**src/rtl/rszc_pkg.sv**
```systemverilog
// rszc_pkg: shared types and constants for range_smooth_zone_classifier
// no dependencies
`timescale 1ns / 1ps
package rszc_pkg;

  localparam logic [1:0] ZONE_NEAR    = 2'd0;
  localparam logic [1:0] ZONE_CAUTION = 2'd1;
  localparam logic [1:0] ZONE_CLEAR   = 2'd2;
  localparam logic [1:0] ZONE_UNKNOWN = 2'd3;

  localparam logic [1:0] REG_NEAR    = 2'd0;
  localparam logic [1:0] REG_CAUTION = 2'd1;
  localparam logic [1:0] REG_HYST    = 2'd2;
  localparam logic [1:0] REG_ACTIVE  = 2'd3;

  // divider request and reply
  typedef struct packed {
    logic        start;
    logic [39:0] dividend;
    logic [32:0] divisor;
  } div_req_t;

  typedef struct packed {
    logic        done;
    logic [39:0] quotient;
  } div_rsp_t;

endpackage

```
**src/rtl/range_smooth_zone_classifier.sv**
```systemverilog
// range_smooth_zone_classifier: per-channel moving average, hysteresis zone and statistics
// path: a rejected or invalid beat goes from the check straight to output; a valid beat walks
// the window sum over fill_level entries, fill_level taken after the push, then two serial divisions
// throughput: one item at a time, in_tready rises as the result beat is raised
// reset: synchronous active-low rst_n loads the config defaults, returns to idle and clears ovalid,
// seq and per-channel state, not the window; depends on rszc_pkg and rszc_divider
`timescale 1ns / 1ps
module range_smooth_zone_classifier #(
  parameter int WINDOW   = 8,
  parameter int CHANNELS = 8
) (
  input  logic         clk,
  input  logic         rst_n,
  input  logic         in_tvalid,
  output logic         in_tready,
  input  logic [23:0]  in_tdata,   // channel[2:0], valid_req[3], distance_mm[19:4]
  output logic         out_tvalid,
  input  logic         out_tready,
  output logic [191:0] out_tdata,  // out_channel, rejected, out_valid, result_mm, zone,
                                   // min_mm, max_mm, mean_q8, good_count, bad_count,
                                   // measure_number, zero fill
  input  logic         cfg_valid,
  output logic         cfg_ready,
  input  logic [1:0]   cfg_index,
  input  logic [15:0]  cfg_data
);

  localparam int WB = (WINDOW > 1) ? $clog2(WINDOW) : 1;
  localparam int FB = $clog2(WINDOW + 1);
  localparam int CB = (CHANNELS > 1) ? $clog2(CHANNELS) : 1;
  localparam int DEPTH = CHANNELS * WINDOW;
  localparam int AB = (DEPTH > 1) ? $clog2(DEPTH) : 1;

  typedef enum logic [8:0] {
    S_IDLE  = 9'b000000001,
    S_CHECK = 9'b000000010,
    S_WRITE = 9'b000000100,
    S_SUM   = 9'b000001000,
    S_SUMW  = 9'b000010000,
    S_DIV1  = 9'b000100000,
    S_ZONE  = 9'b001000000,
    S_DIV2  = 9'b010000000,
    S_OUT   = 9'b100000000
  } state_t;

  state_t state_r, state_nxt;

  logic [15:0] near_r, caution_r, hyst_r;
  logic [3:0]  active_r;

  logic [15:0] win_mem [DEPTH];
  logic [15:0] rd_r;

  logic [WB-1:0] slot_r  [CHANNELS];
  logic [FB-1:0] fill_r  [CHANNELS];
  logic [1:0]    zone_r  [CHANNELS];
  logic [15:0]   min_r   [CHANNELS];
  logic [15:0]   max_r   [CHANNELS];
  logic [23:0]   mean_r  [CHANNELS];
  logic [31:0]   good_r  [CHANNELS];
  logic [31:0]   bad_r   [CHANNELS];
  logic [31:0]   seq_r;

  logic [2:0]    ch_r;
  logic          vld_r;
  logic [15:0]   raw_r;
  logic [CB-1:0] ci;
  logic [FB-1:0] idx_r;
  logic [FB-1:0] n_r;
  logic [21:0]   sum_r;
  logic [15:0]   res_r;
  logic [31:0]   cnt_r;
  logic          neg_r;
  logic          rej_r;
  logic [31:0]   num_r;
  logic [191:0]  odata_r;
  logic          ovalid_r;

  rszc_pkg::div_req_t dreq;
  rszc_pkg::div_rsp_t drsp;

  rszc_divider u_div (.clk(clk), .rst_n(rst_n), .req(dreq), .rsp(drsp));

  assign ci = CB'(ch_r);
  assign in_tready = state_r == S_IDLE;
  assign cfg_ready = 1'b1;
  assign out_tvalid = ovalid_r;
  assign out_tdata = odata_r;

  logic [AB-1:0] wr_addr, rd_addr;
  assign wr_addr = AB'(ci * WINDOW) + AB'(slot_r[ci]);
  assign rd_addr = AB'(ci * WINDOW) + AB'(idx_r);

  always_ff @(posedge clk) begin
    if (state_r == S_WRITE) win_mem[wr_addr] <= raw_r;
    rd_r <= win_mem[rd_addr];
  end

  // zone decision
  logic signed [17:0] d_s, nr_s, ct_s, hy_s;
  logic [1:0] zone_new;
  always_comb begin
    d_s  = {2'b0, res_r};
    nr_s = {2'b0, near_r};
    ct_s = {2'b0, caution_r};
    hy_s = {2'b0, hyst_r};
    case (zone_r[ci])
      rszc_pkg::ZONE_NEAR:
        zone_new = (d_s > nr_s + hy_s) ? rszc_pkg::ZONE_CAUTION : rszc_pkg::ZONE_NEAR;
      rszc_pkg::ZONE_CAUTION: begin
        if (d_s < nr_s - hy_s)      zone_new = rszc_pkg::ZONE_NEAR;
        else if (d_s > ct_s + hy_s) zone_new = rszc_pkg::ZONE_CLEAR;
        else                        zone_new = rszc_pkg::ZONE_CAUTION;
      end
      rszc_pkg::ZONE_CLEAR:
        zone_new = (d_s < ct_s - hy_s) ? rszc_pkg::ZONE_CAUTION : rszc_pkg::ZONE_CLEAR;
      default: begin
        if (res_r <= near_r)         zone_new = rszc_pkg::ZONE_NEAR;
        else if (res_r <= caution_r) zone_new = rszc_pkg::ZONE_CAUTION;
        else                         zone_new = rszc_pkg::ZONE_CLEAR;
      end
    endcase
  end

  logic [24:0] delta;
  logic [23:0] mag;
  assign delta = {1'b0, res_r, 8'd0} - {1'b0, mean_r[ci]};
  assign mag = delta[24] ? 24'(-delta) : delta[23:0];

  always_comb begin
    state_nxt = state_r;
    dreq = '0;
    case (state_r)
      S_IDLE:  if (in_tvalid) state_nxt = S_CHECK;
      S_CHECK: begin
        if ({1'b0, ch_r} >= active_r || 32'(ch_r) >= CHANNELS) state_nxt = S_OUT;
        else if (vld_r) state_nxt = S_WRITE;
        else state_nxt = S_OUT;
      end
      S_WRITE: state_nxt = S_SUM;
      S_SUM:   state_nxt = S_SUMW;
      S_SUMW: begin
        if (idx_r == n_r) begin
          state_nxt = S_DIV1;
          dreq.start = 1'b1;
          dreq.dividend = 40'(sum_r + 22'(rd_r));
          dreq.divisor = 33'(n_r);
        end
      end
      S_DIV1: if (drsp.done) state_nxt = S_ZONE;
      S_ZONE: begin
        state_nxt = S_DIV2;
        dreq.start = 1'b1;
        dreq.dividend = 40'(mag);
        dreq.divisor = (cnt_r == 32'd0) ? 33'h100000000 : {1'b0, cnt_r};
      end
      S_DIV2: if (drsp.done) state_nxt = S_OUT;
      S_OUT:  if (!ovalid_r) state_nxt = S_IDLE;
      default: state_nxt = S_IDLE;
    endcase
  end

  always_ff @(posedge clk) begin
    if (!rst_n) begin
      state_r  <= S_IDLE;
      near_r   <= 16'd300;
      caution_r <= 16'd1000;
      hyst_r   <= 16'd50;
      active_r <= 4'd8;
      seq_r    <= '0;
      ovalid_r <= 1'b0;
      for (int i = 0; i < CHANNELS; i++) begin
        slot_r[i] <= '0;
        fill_r[i] <= '0;
        zone_r[i] <= rszc_pkg::ZONE_UNKNOWN;
        min_r[i]  <= '0;
        max_r[i]  <= '0;
        mean_r[i] <= '0;
        good_r[i] <= '0;
        bad_r[i]  <= '0;
      end
    end else begin
      state_r <= state_nxt;
      if (cfg_valid) begin
        case (cfg_index)
          rszc_pkg::REG_NEAR:    near_r    <= cfg_data;
          rszc_pkg::REG_CAUTION: caution_r <= cfg_data;
          rszc_pkg::REG_HYST:    hyst_r    <= cfg_data;
          rszc_pkg::REG_ACTIVE:  active_r  <= cfg_data[3:0];
          default: ;
        endcase
      end
      if (ovalid_r && out_tready) ovalid_r <= 1'b0;
      case (state_r)
        S_IDLE: if (in_tvalid) begin
          ch_r  <= in_tdata[2:0];
          vld_r <= in_tdata[3];
          raw_r <= in_tdata[19:4];
        end
        S_CHECK: begin
          rej_r <= ({1'b0, ch_r} >= active_r) || (32'(ch_r) >= CHANNELS);
          num_r <= seq_r;
          res_r <= raw_r;
          if (!(({1'b0, ch_r} >= active_r) || (32'(ch_r) >= CHANNELS))) begin
            seq_r <= seq_r + 32'd1;
            if (!vld_r) bad_r[ci] <= bad_r[ci] + 32'd1;
          end
        end
        S_WRITE: begin
          slot_r[ci] <= (32'(slot_r[ci]) == WINDOW - 1) ? '0 : slot_r[ci] + WB'(1);
          if (32'(fill_r[ci]) < WINDOW) begin
            fill_r[ci] <= fill_r[ci] + FB'(1);
            n_r <= fill_r[ci] + FB'(1);
          end else begin
            n_r <= fill_r[ci];
          end
          idx_r <= '0;
          sum_r <= '0;
        end
        S_SUM: idx_r <= idx_r + FB'(1);
        S_SUMW: if (idx_r != n_r) begin
          sum_r <= sum_r + 22'(rd_r);
          idx_r <= idx_r + FB'(1);
        end else begin
          sum_r <= sum_r + 22'(rd_r);
        end
        S_DIV1: if (drsp.done) begin
          res_r <= drsp.quotient[15:0];
          cnt_r <= good_r[ci] + 32'd1;
        end
        S_ZONE: begin
          zone_r[ci] <= zone_new;
          good_r[ci] <= cnt_r;
          if (res_r < min_r[ci] || cnt_r == 32'd1) min_r[ci] <= res_r;
          if (res_r > max_r[ci]) max_r[ci] <= res_r;
          neg_r <= delta[24];
        end
        S_DIV2: if (drsp.done) begin
          mean_r[ci] <= neg_r ? mean_r[ci] - drsp.quotient[23:0]
                              : mean_r[ci] + drsp.quotient[23:0];
        end
        S_OUT: if (!ovalid_r) begin
          ovalid_r <= 1'b1;
          if (rej_r) odata_r <= {188'd0, 1'b1, ch_r};
          else odata_r <= {17'd0, num_r, bad_r[ci], good_r[ci], mean_r[ci], max_r[ci],
                           min_r[ci], zone_r[ci], res_r, vld_r, 1'b0, ch_r};
        end
        default: ;
      endcase
    end
  end

endmodule

```
**src/rtl/rszc_divider.sv**
```systemverilog
// rszc_divider: restoring serial divider, one quotient bit per cycle
// depends on rszc_pkg
`timescale 1ns / 1ps
module rszc_divider (
  input  logic              clk,
  input  logic              rst_n,
  input  rszc_pkg::div_req_t req,
  output rszc_pkg::div_rsp_t rsp
);

  logic [39:0] quo_r, quo_nxt;
  logic [32:0] den_r, den_nxt;
  logic [33:0] rem_r, rem_nxt;
  logic [5:0]  cnt_r, cnt_nxt;
  logic        busy_r, busy_nxt;
  logic        done_r, done_nxt;
  logic [33:0] shifted;

  always_comb begin
    quo_nxt  = quo_r;
    den_nxt  = den_r;
    rem_nxt  = rem_r;
    cnt_nxt  = cnt_r;
    busy_nxt = busy_r;
    done_nxt = 1'b0;
    shifted  = {rem_r[32:0], quo_r[39]};
    if (req.start) begin
      quo_nxt  = req.dividend;
      den_nxt  = req.divisor;
      rem_nxt  = '0;
      cnt_nxt  = 6'd40;
      busy_nxt = 1'b1;
    end else if (busy_r) begin
      if (shifted >= {1'b0, den_r}) begin
        rem_nxt = shifted - {1'b0, den_r};
        quo_nxt = {quo_r[38:0], 1'b1};
      end else begin
        rem_nxt = shifted;
        quo_nxt = {quo_r[38:0], 1'b0};
      end
      cnt_nxt = cnt_r - 6'd1;
      if (cnt_r == 6'd1) begin
        busy_nxt = 1'b0;
        done_nxt = 1'b1;
      end
    end
  end

  always_ff @(posedge clk) begin
    quo_r <= quo_nxt;
    den_r <= den_nxt;
    rem_r <= rem_nxt;
    if (!rst_n) begin
      cnt_r  <= '0;
      busy_r <= 1'b0;
      done_r <= 1'b0;
    end else begin
      cnt_r  <= cnt_nxt;
      busy_r <= busy_nxt;
      done_r <= done_nxt;
    end
  end

  assign rsp.done     = done_r;
  assign rsp.quotient = quo_r;

endmodule

```
**config.mk**
```make
export PLATFORM = sky130hd
export DESIGN_NAME = range_smooth_zone_classifier
export DESIGN_NICKNAME = d
export VERILOG_FILES = /design/src/rtl/rszc_pkg.sv /design/src/rtl/range_smooth_zone_classifier.sv /design/src/rtl/rszc_divider.sv
export SDC_FILE = /design/constraint.sdc
export NUM_CORES = 2
export LEC_CHECK = 0
export BUFFER_PORTS_ARGS = -buffer_cell sky130_fd_sc_hd__buf_4
export CELL_PAD_IN_SITES_DETAIL_PLACEMENT = 1
export CELL_PAD_IN_SITES_GLOBAL_PLACEMENT = 2
export CORE_ASPECT_RATIO = 2
export CORE_MARGIN = 2
export CORE_UTILIZATION = 28
export CTS_BUF_LIST = sky130_fd_sc_hd__clkbuf_8
export DETAILED_ROUTE_END_ITERATION = 7
export PLACE_DENSITY_LB_ADDON = 0.1
export REMOVE_ABC_BUFFERS = 1
export SYNTH_ARGS = -nofsm -noshare
export SYNTH_HDL_FRONTEND = slang
export SYNTH_HIERARCHICAL = 1
export SYNTH_SLANG_ARGS = --single-unit
export TNS_END_PERCENT = 5
```
**constraint.sdc**
```tcl
create_clock -name clk -period 14.5 [get_ports clk]
set_clock_uncertainty 0.05 [all_clocks]
set_input_delay 1.45 -clock clk [delete_from_list [all_inputs] [get_ports clk]]
set_output_delay 1.45 -clock clk [all_outputs]
set_load 0.01 [all_outputs]
```
**Yosys cells after proc, flatten, opt, wreduce, memory -nomap -nowiden**

Memory sizes are Yosys's and may differ from the RTL's. A register that Yosys moved wholly into a read port is not among the register bits.
Cells that the tools add are included.
Widths: inputs -> output; s select.

- Bits in registers: 532
- Bits in writable memories: 2,056
- Output and inout bits: 195
- Logic and storage cells: 232
- Memories: 9

- $add $sub $neg: 20
- Magnitude comparators: 11
- Equal/unequal tests: 25
- Muxes and demuxes: 102
- Bitwise operators: 4
- Reductions and logical operators: 34

Memory list:

| memory | words | width | rd ports | clocked after Yosys merged registers in | wr ports | RTL line | RTL |
|---|---|---|---|---|---|---|---|
| win_mem | 64 | 16 | 1 | 1 | 1 | range_smooth_zone_classifier.sv:51 | `logic [15:0] win_mem [DEPTH];` |
| bad_r | 8 | 32 | 1 | 1 | 8 | range_smooth_zone_classifier.sv:61 | `logic [31:0] bad_r [CHANNELS];` |
| good_r | 8 | 32 | 1 | 1 | 8 | range_smooth_zone_classifier.sv:60 | `logic [31:0] good_r [CHANNELS];` |
| mean_r | 8 | 24 | 1 | 1 | 8 | range_smooth_zone_classifier.sv:59 | `logic [23:0] mean_r [CHANNELS];` |
| max_r | 8 | 16 | 1 | 1 | 8 | range_smooth_zone_classifier.sv:58 | `logic [15:0] max_r [CHANNELS];` |
| min_r | 8 | 16 | 1 | 1 | 8 | range_smooth_zone_classifier.sv:57 | `logic [15:0] min_r [CHANNELS];` |
| +3 memories | - | - | - | - | - | - |  |

Operator list:

| operator | count |
|---|---|
| $pmux 74 s2 | 1 |
| $add 32x1->32 const B | 3 |
| $pmux 9 s9 | 1 |
| $mux 40 | 2 |
| $mux 74 | 1 |
| $mux 24 | 3 |
| $mux 33 | 2 |
| $mux 32 | 2 |
| $reduce_or 32->1 | 2 |
| $mux 9 | 7 |
| $mux 3 | 18 |
| $mux 16 | 3 |
| $mux 1 | 46 |
| $pmux 22 s2 | 1 |
| $add 16x16->17 | 2 |
| $ge 34x33->1 | 1 |
| $gt 16x17->1 | 2 |
| $lt 17x17->1 | 2 |
| $sub 16x16->17 | 2 |
| $sub 33x33->33 | 1 |
| $eq 32x1->1 const B | 1 |
| $le 16x16->1 | 2 |
| $logic_not 32->1 | 1 |
| $pmux 16 s2 | 1 |
| 51 further kinds | 89 |

**Depth between registers and ports, before layout**

- Word-level depth: 8
- Gate-level depth with buffers: 29
- Gate-level depth less buffers: 23

**By module**

The synthesis kept the hierarchy.

By module, submodules not included:

| module | instances | cells an instance | area each (µm²) | seq. area each (µm²) |
|---|---|---|---|---|
| range_smooth_zone_classifier | 1 | 7,063 | 110,602.3 | 73,220.2 |
| rszc_divider | 1 | 618 | 6,446.2 | 3,012.9 |

**Worst setup path before layout**

No wires, ideal clock.

- Kind: input -> register
- Start point: input rst_n
- End point: register odata_r[0], in the netlist out_tdata[0] (enable)
- Library setup time: 0.959 ns
- Data arrival time: 14.604 ns
- Path slack: -1.114 ns
- Stages: 3
- Path buffers: 2
- Path through: clkbuf_1 -> clkbuf_1 -> nor3b_1

- Word-level cells in the longest chain between the ends: 1

RTL lines:

| item | RTL line | RTL |
|---|---|---|
| start, declared | range_smooth_zone_classifier.sv:13 | `input logic rst_n,` |
| $reduce_and 3->1 (no line) | - |  |
| end signal, assigned | range_smooth_zone_classifier.sv:244 | `if (rej_r) odata_r <= {188'd0, 1'b1, ch_r};` |
| end signal, assigned | range_smooth_zone_classifier.sv:245 | `else odata_r <= {17'd0, num_r, bad_r[ci], good_r[ci], mean_r[ci], max_r[ci],` |
| end, declared | range_smooth_zone_classifier.sv:76 | `logic [191:0] odata_r;` |

Every way passes these cells.
A chain may end at the register's enable or synchronous reset.

==> metrics.yaml <==
rows: 335
post-cts-setup-buffers: 0
r2r-end: "u_div/quo_r[5]"
drive_gt1_share_pct: 20.5
core_mm2: 0.416
grt_usage_pct: 19.1
yosysWarnings: 6
cts_tree: "built"
die_x_um: 461
peakVddDrop_mv: 0.0756
fin_crit_ps: 6920
viasPerCell: 4.84
end_kind: "flop"
num_vias: 68109
dp_hpwl_mm: 269
cpMaxStageDelayCell: "buf_4"
slew_violations: 0
hold_class: "flop to flop"
yosys_most_used_dff: "edfxtp_1"
crit_end: "u_div/quo_r[5]"
cts_resized: 0
instances_no_fill: 14080
critPathTopFamily: "compound AO/OA/AOI/OAI gates"
yosys_register_bits: 2590
clock_latency_ps: 1150
syn_to_final_growth_pct: 14.3
leakage_nw: 47.8
synth_area_leaders: "edfxtp_1 (62%), mux4_2 (11%), ha_1 (3.1%)"
grt_pass1_wl_mm: 577
fin_area_mm2: 0.134
r2r_slack_ps: 7580
dpl-instance-area_mm2: 0.126
async_reset_ff_share_pct: 0
status: "complete, no violations"
critPathLaunchType: "flop"
synth_edf_count: 2436
syn_area_per_cell_um2: 15.2
worst_slew_pin_slew_ps: 1340
firstDrtPassIters: 5
gp_congestion: 0.772
cts.sinks: 2590
synth_top_area_cell: "edfxtp_1"
maxCapViolations: 0
critical_path_cell_count: 18
synth_cell_type_count: 119
cp_max_fo: 42
ctsHtreeMaxLevel: 5
port_buffers: 219
cts_made_buffers: 406
p_total_mw: 16.2
cp.arrival_ps: 7740
hold_viol: 0
start_util_pct: 28.1
hold_buffers: 0
finalCritPeriodShare_pct: 47.7
dieHeight_um: 918
wl_mm: 409
grt_start_max_net_pins: 138
wl_per_cell_um: 29.0
fp.dieArea_mm2: 0.424
setup-violations-final: 0
grt_overflow: 0
clk_pin_slew_ps: 70
r2r_cells: 18
slowest_delay_ps: 800
path_buf_inv: 3
crit_type: "flop to flop"
cp_cell_sequence: "buf_4, mux4_2, mux2i_1, buf_4, ha_1, a21o_1, a21o_1, a21oi_1, nand2_1, a211oi_2, o221ai_1, a21o_2, inv_1, o21ai_1, a22oi_1, xor2_1, o22ai_1, mux2_2"
setup_tns_ps: 0
synth_top_area_share_pct: 62.5
dp_cells: 13321
rsz0062_at_grt: "false"
drc_errors: 0
nets: 8517
p_per_area_mw_per_mm2: 121
yosysSeqAreaShare_pct: 65.1
synthCells: 7681
worstPathRequired_ps: 15320
syn_area_mm2: 0.117
slew-limit-headroom_pct: 10.1
clock.fmax_mhz: 145
antenna_found_initial: 25
ctsLongestPathBuffers: 4
initialDrtViolationCount: 3699
grt_pass1_vias: 76373
pin_count: 242
ant_nets: 0
cts-root-buf: "clkbuf_8"
==> cell usage in the layout (no fill, tap or decap), types with 150 or more instances in the layout <==
master	synthesis	final
a21oi_1	179	179
and2_1	316	316
and3_1	297	291
buf_4	46	475
clkbuf_8	0	416
dfxtp_1	154	150
edfxtp_1	2436	2436
ha_1	294	293
inv_1	202	319
mux4_2	586	586
nand2_1	376	341
nor2_1	915	914
xnor2_1	180	180
==> power by group <==
group          total [mW]  internal, mW  switching, mW  leakage, nW
sequential           8.39          8.31         0.0729         24.5
clock                6.19          3.03           3.16         4.34
combinational        1.67         0.568           1.10         19.0
==> metal layers <==
| layer | part of all wire (%) | routed length (µm) | track usage (%) |
|---|---|---|---|
| met5 | 0.028 | 113 | 0 |
| met4 | 3.6 | 14800 | 6.42 |
| met3 | 3.2 | 13000 | 2.42 |
| met1 | 34 | 140000 | 19.1 |
| met2 | 59 | 241000 | 39.3 |
==> synth_stat cells, drive strengths merged, types with 40 or more instances <==
cell type / instances
mux2: 52
nand3: 96
a21boi: 45
nor3: 95
nand2: 377
clkbuf: 293
buf: 140
nor2b: 104
inv: 202
mux4: 592
mux2i: 152
and3: 299
edfxtp: 2436
a21o: 62
dfxtp: 154
xor2: 96
ha: 294
nand4: 41
nand2b: 40
a21oi: 184
nor2: 917
xnor2: 184
o21ai: 131
and2: 317
o21a: 41
==> per-stage QoR <==
step | utilization [%] | hold WS, ps | worst slack [ps]
after floorplan | - | 379 | -699
after global placement | 30.3 | 389 | 7540
after detailed placement | 30.3 | 397 | 7480
after CTS | 32.1 | 300 | 7460
after global routing | 32.1 | 346 | 7110
final | 32.1 | 403 | 7580
==> sequential cells by signal, summed over array words and instances, names as in the netlist, 22 cells and up, named ones only <==
name and count:
mean_r 192, win_mem 1024, out_tdata 175, slot_r 24, cnt_r 32, min_r 128
u_div/rem_r 33, sum_r 22, fill_r 32, num_r 32, seq_r 32, good_r 256
bad_r 256, u_div/den_r 33, max_r 128, u_div/quo_r 40
==> area by class of cell <==
type	count	area, µm²
flip-flops and latches	2590	76200
fillers	43241	282000
multi-input cells	4486	38400
repair buffers	481	3680
diodes	24	60.1
well taps	5560	6960
clock buffers	416	5730
inverters	204	768
clock inverters	319	1930
==> worst min-delay path by stage <==
| stage | start | to | cells past startpoint |
|---|---|---|---|
| 3_5_place_dp | seq_r[31] | num_r[31] | 0 |
| 2_1_floorplan | seq_r[31] | num_r[31] | 0 |
| 5_1_grt | in_tdata[11] | raw_r[7] | 1 |
| 3_3_place_gp | seq_r[31] | num_r[31] | 0 |
| 6_report | seq_r[26] | num_r[26] | 0 |
| 4_1_cts | in_tdata[10] | raw_r[6] | 1 |
==> kinds of logic after synthesis <==
logic type / Yosys count / share of synthesized area, %
simple gates: 2394 / 10.0
mux: 796 / 13.2
compound gates: 681 / 3.85
buf+inv: 637 / 2.34
other cells: 2 / 0.00642
flops: 2590 / 65.1
xor+xnor: 280 / 2.13
fa+ha+maj: 301 / 3.26
Note: power is estimated with default switching activity, not from simulation.
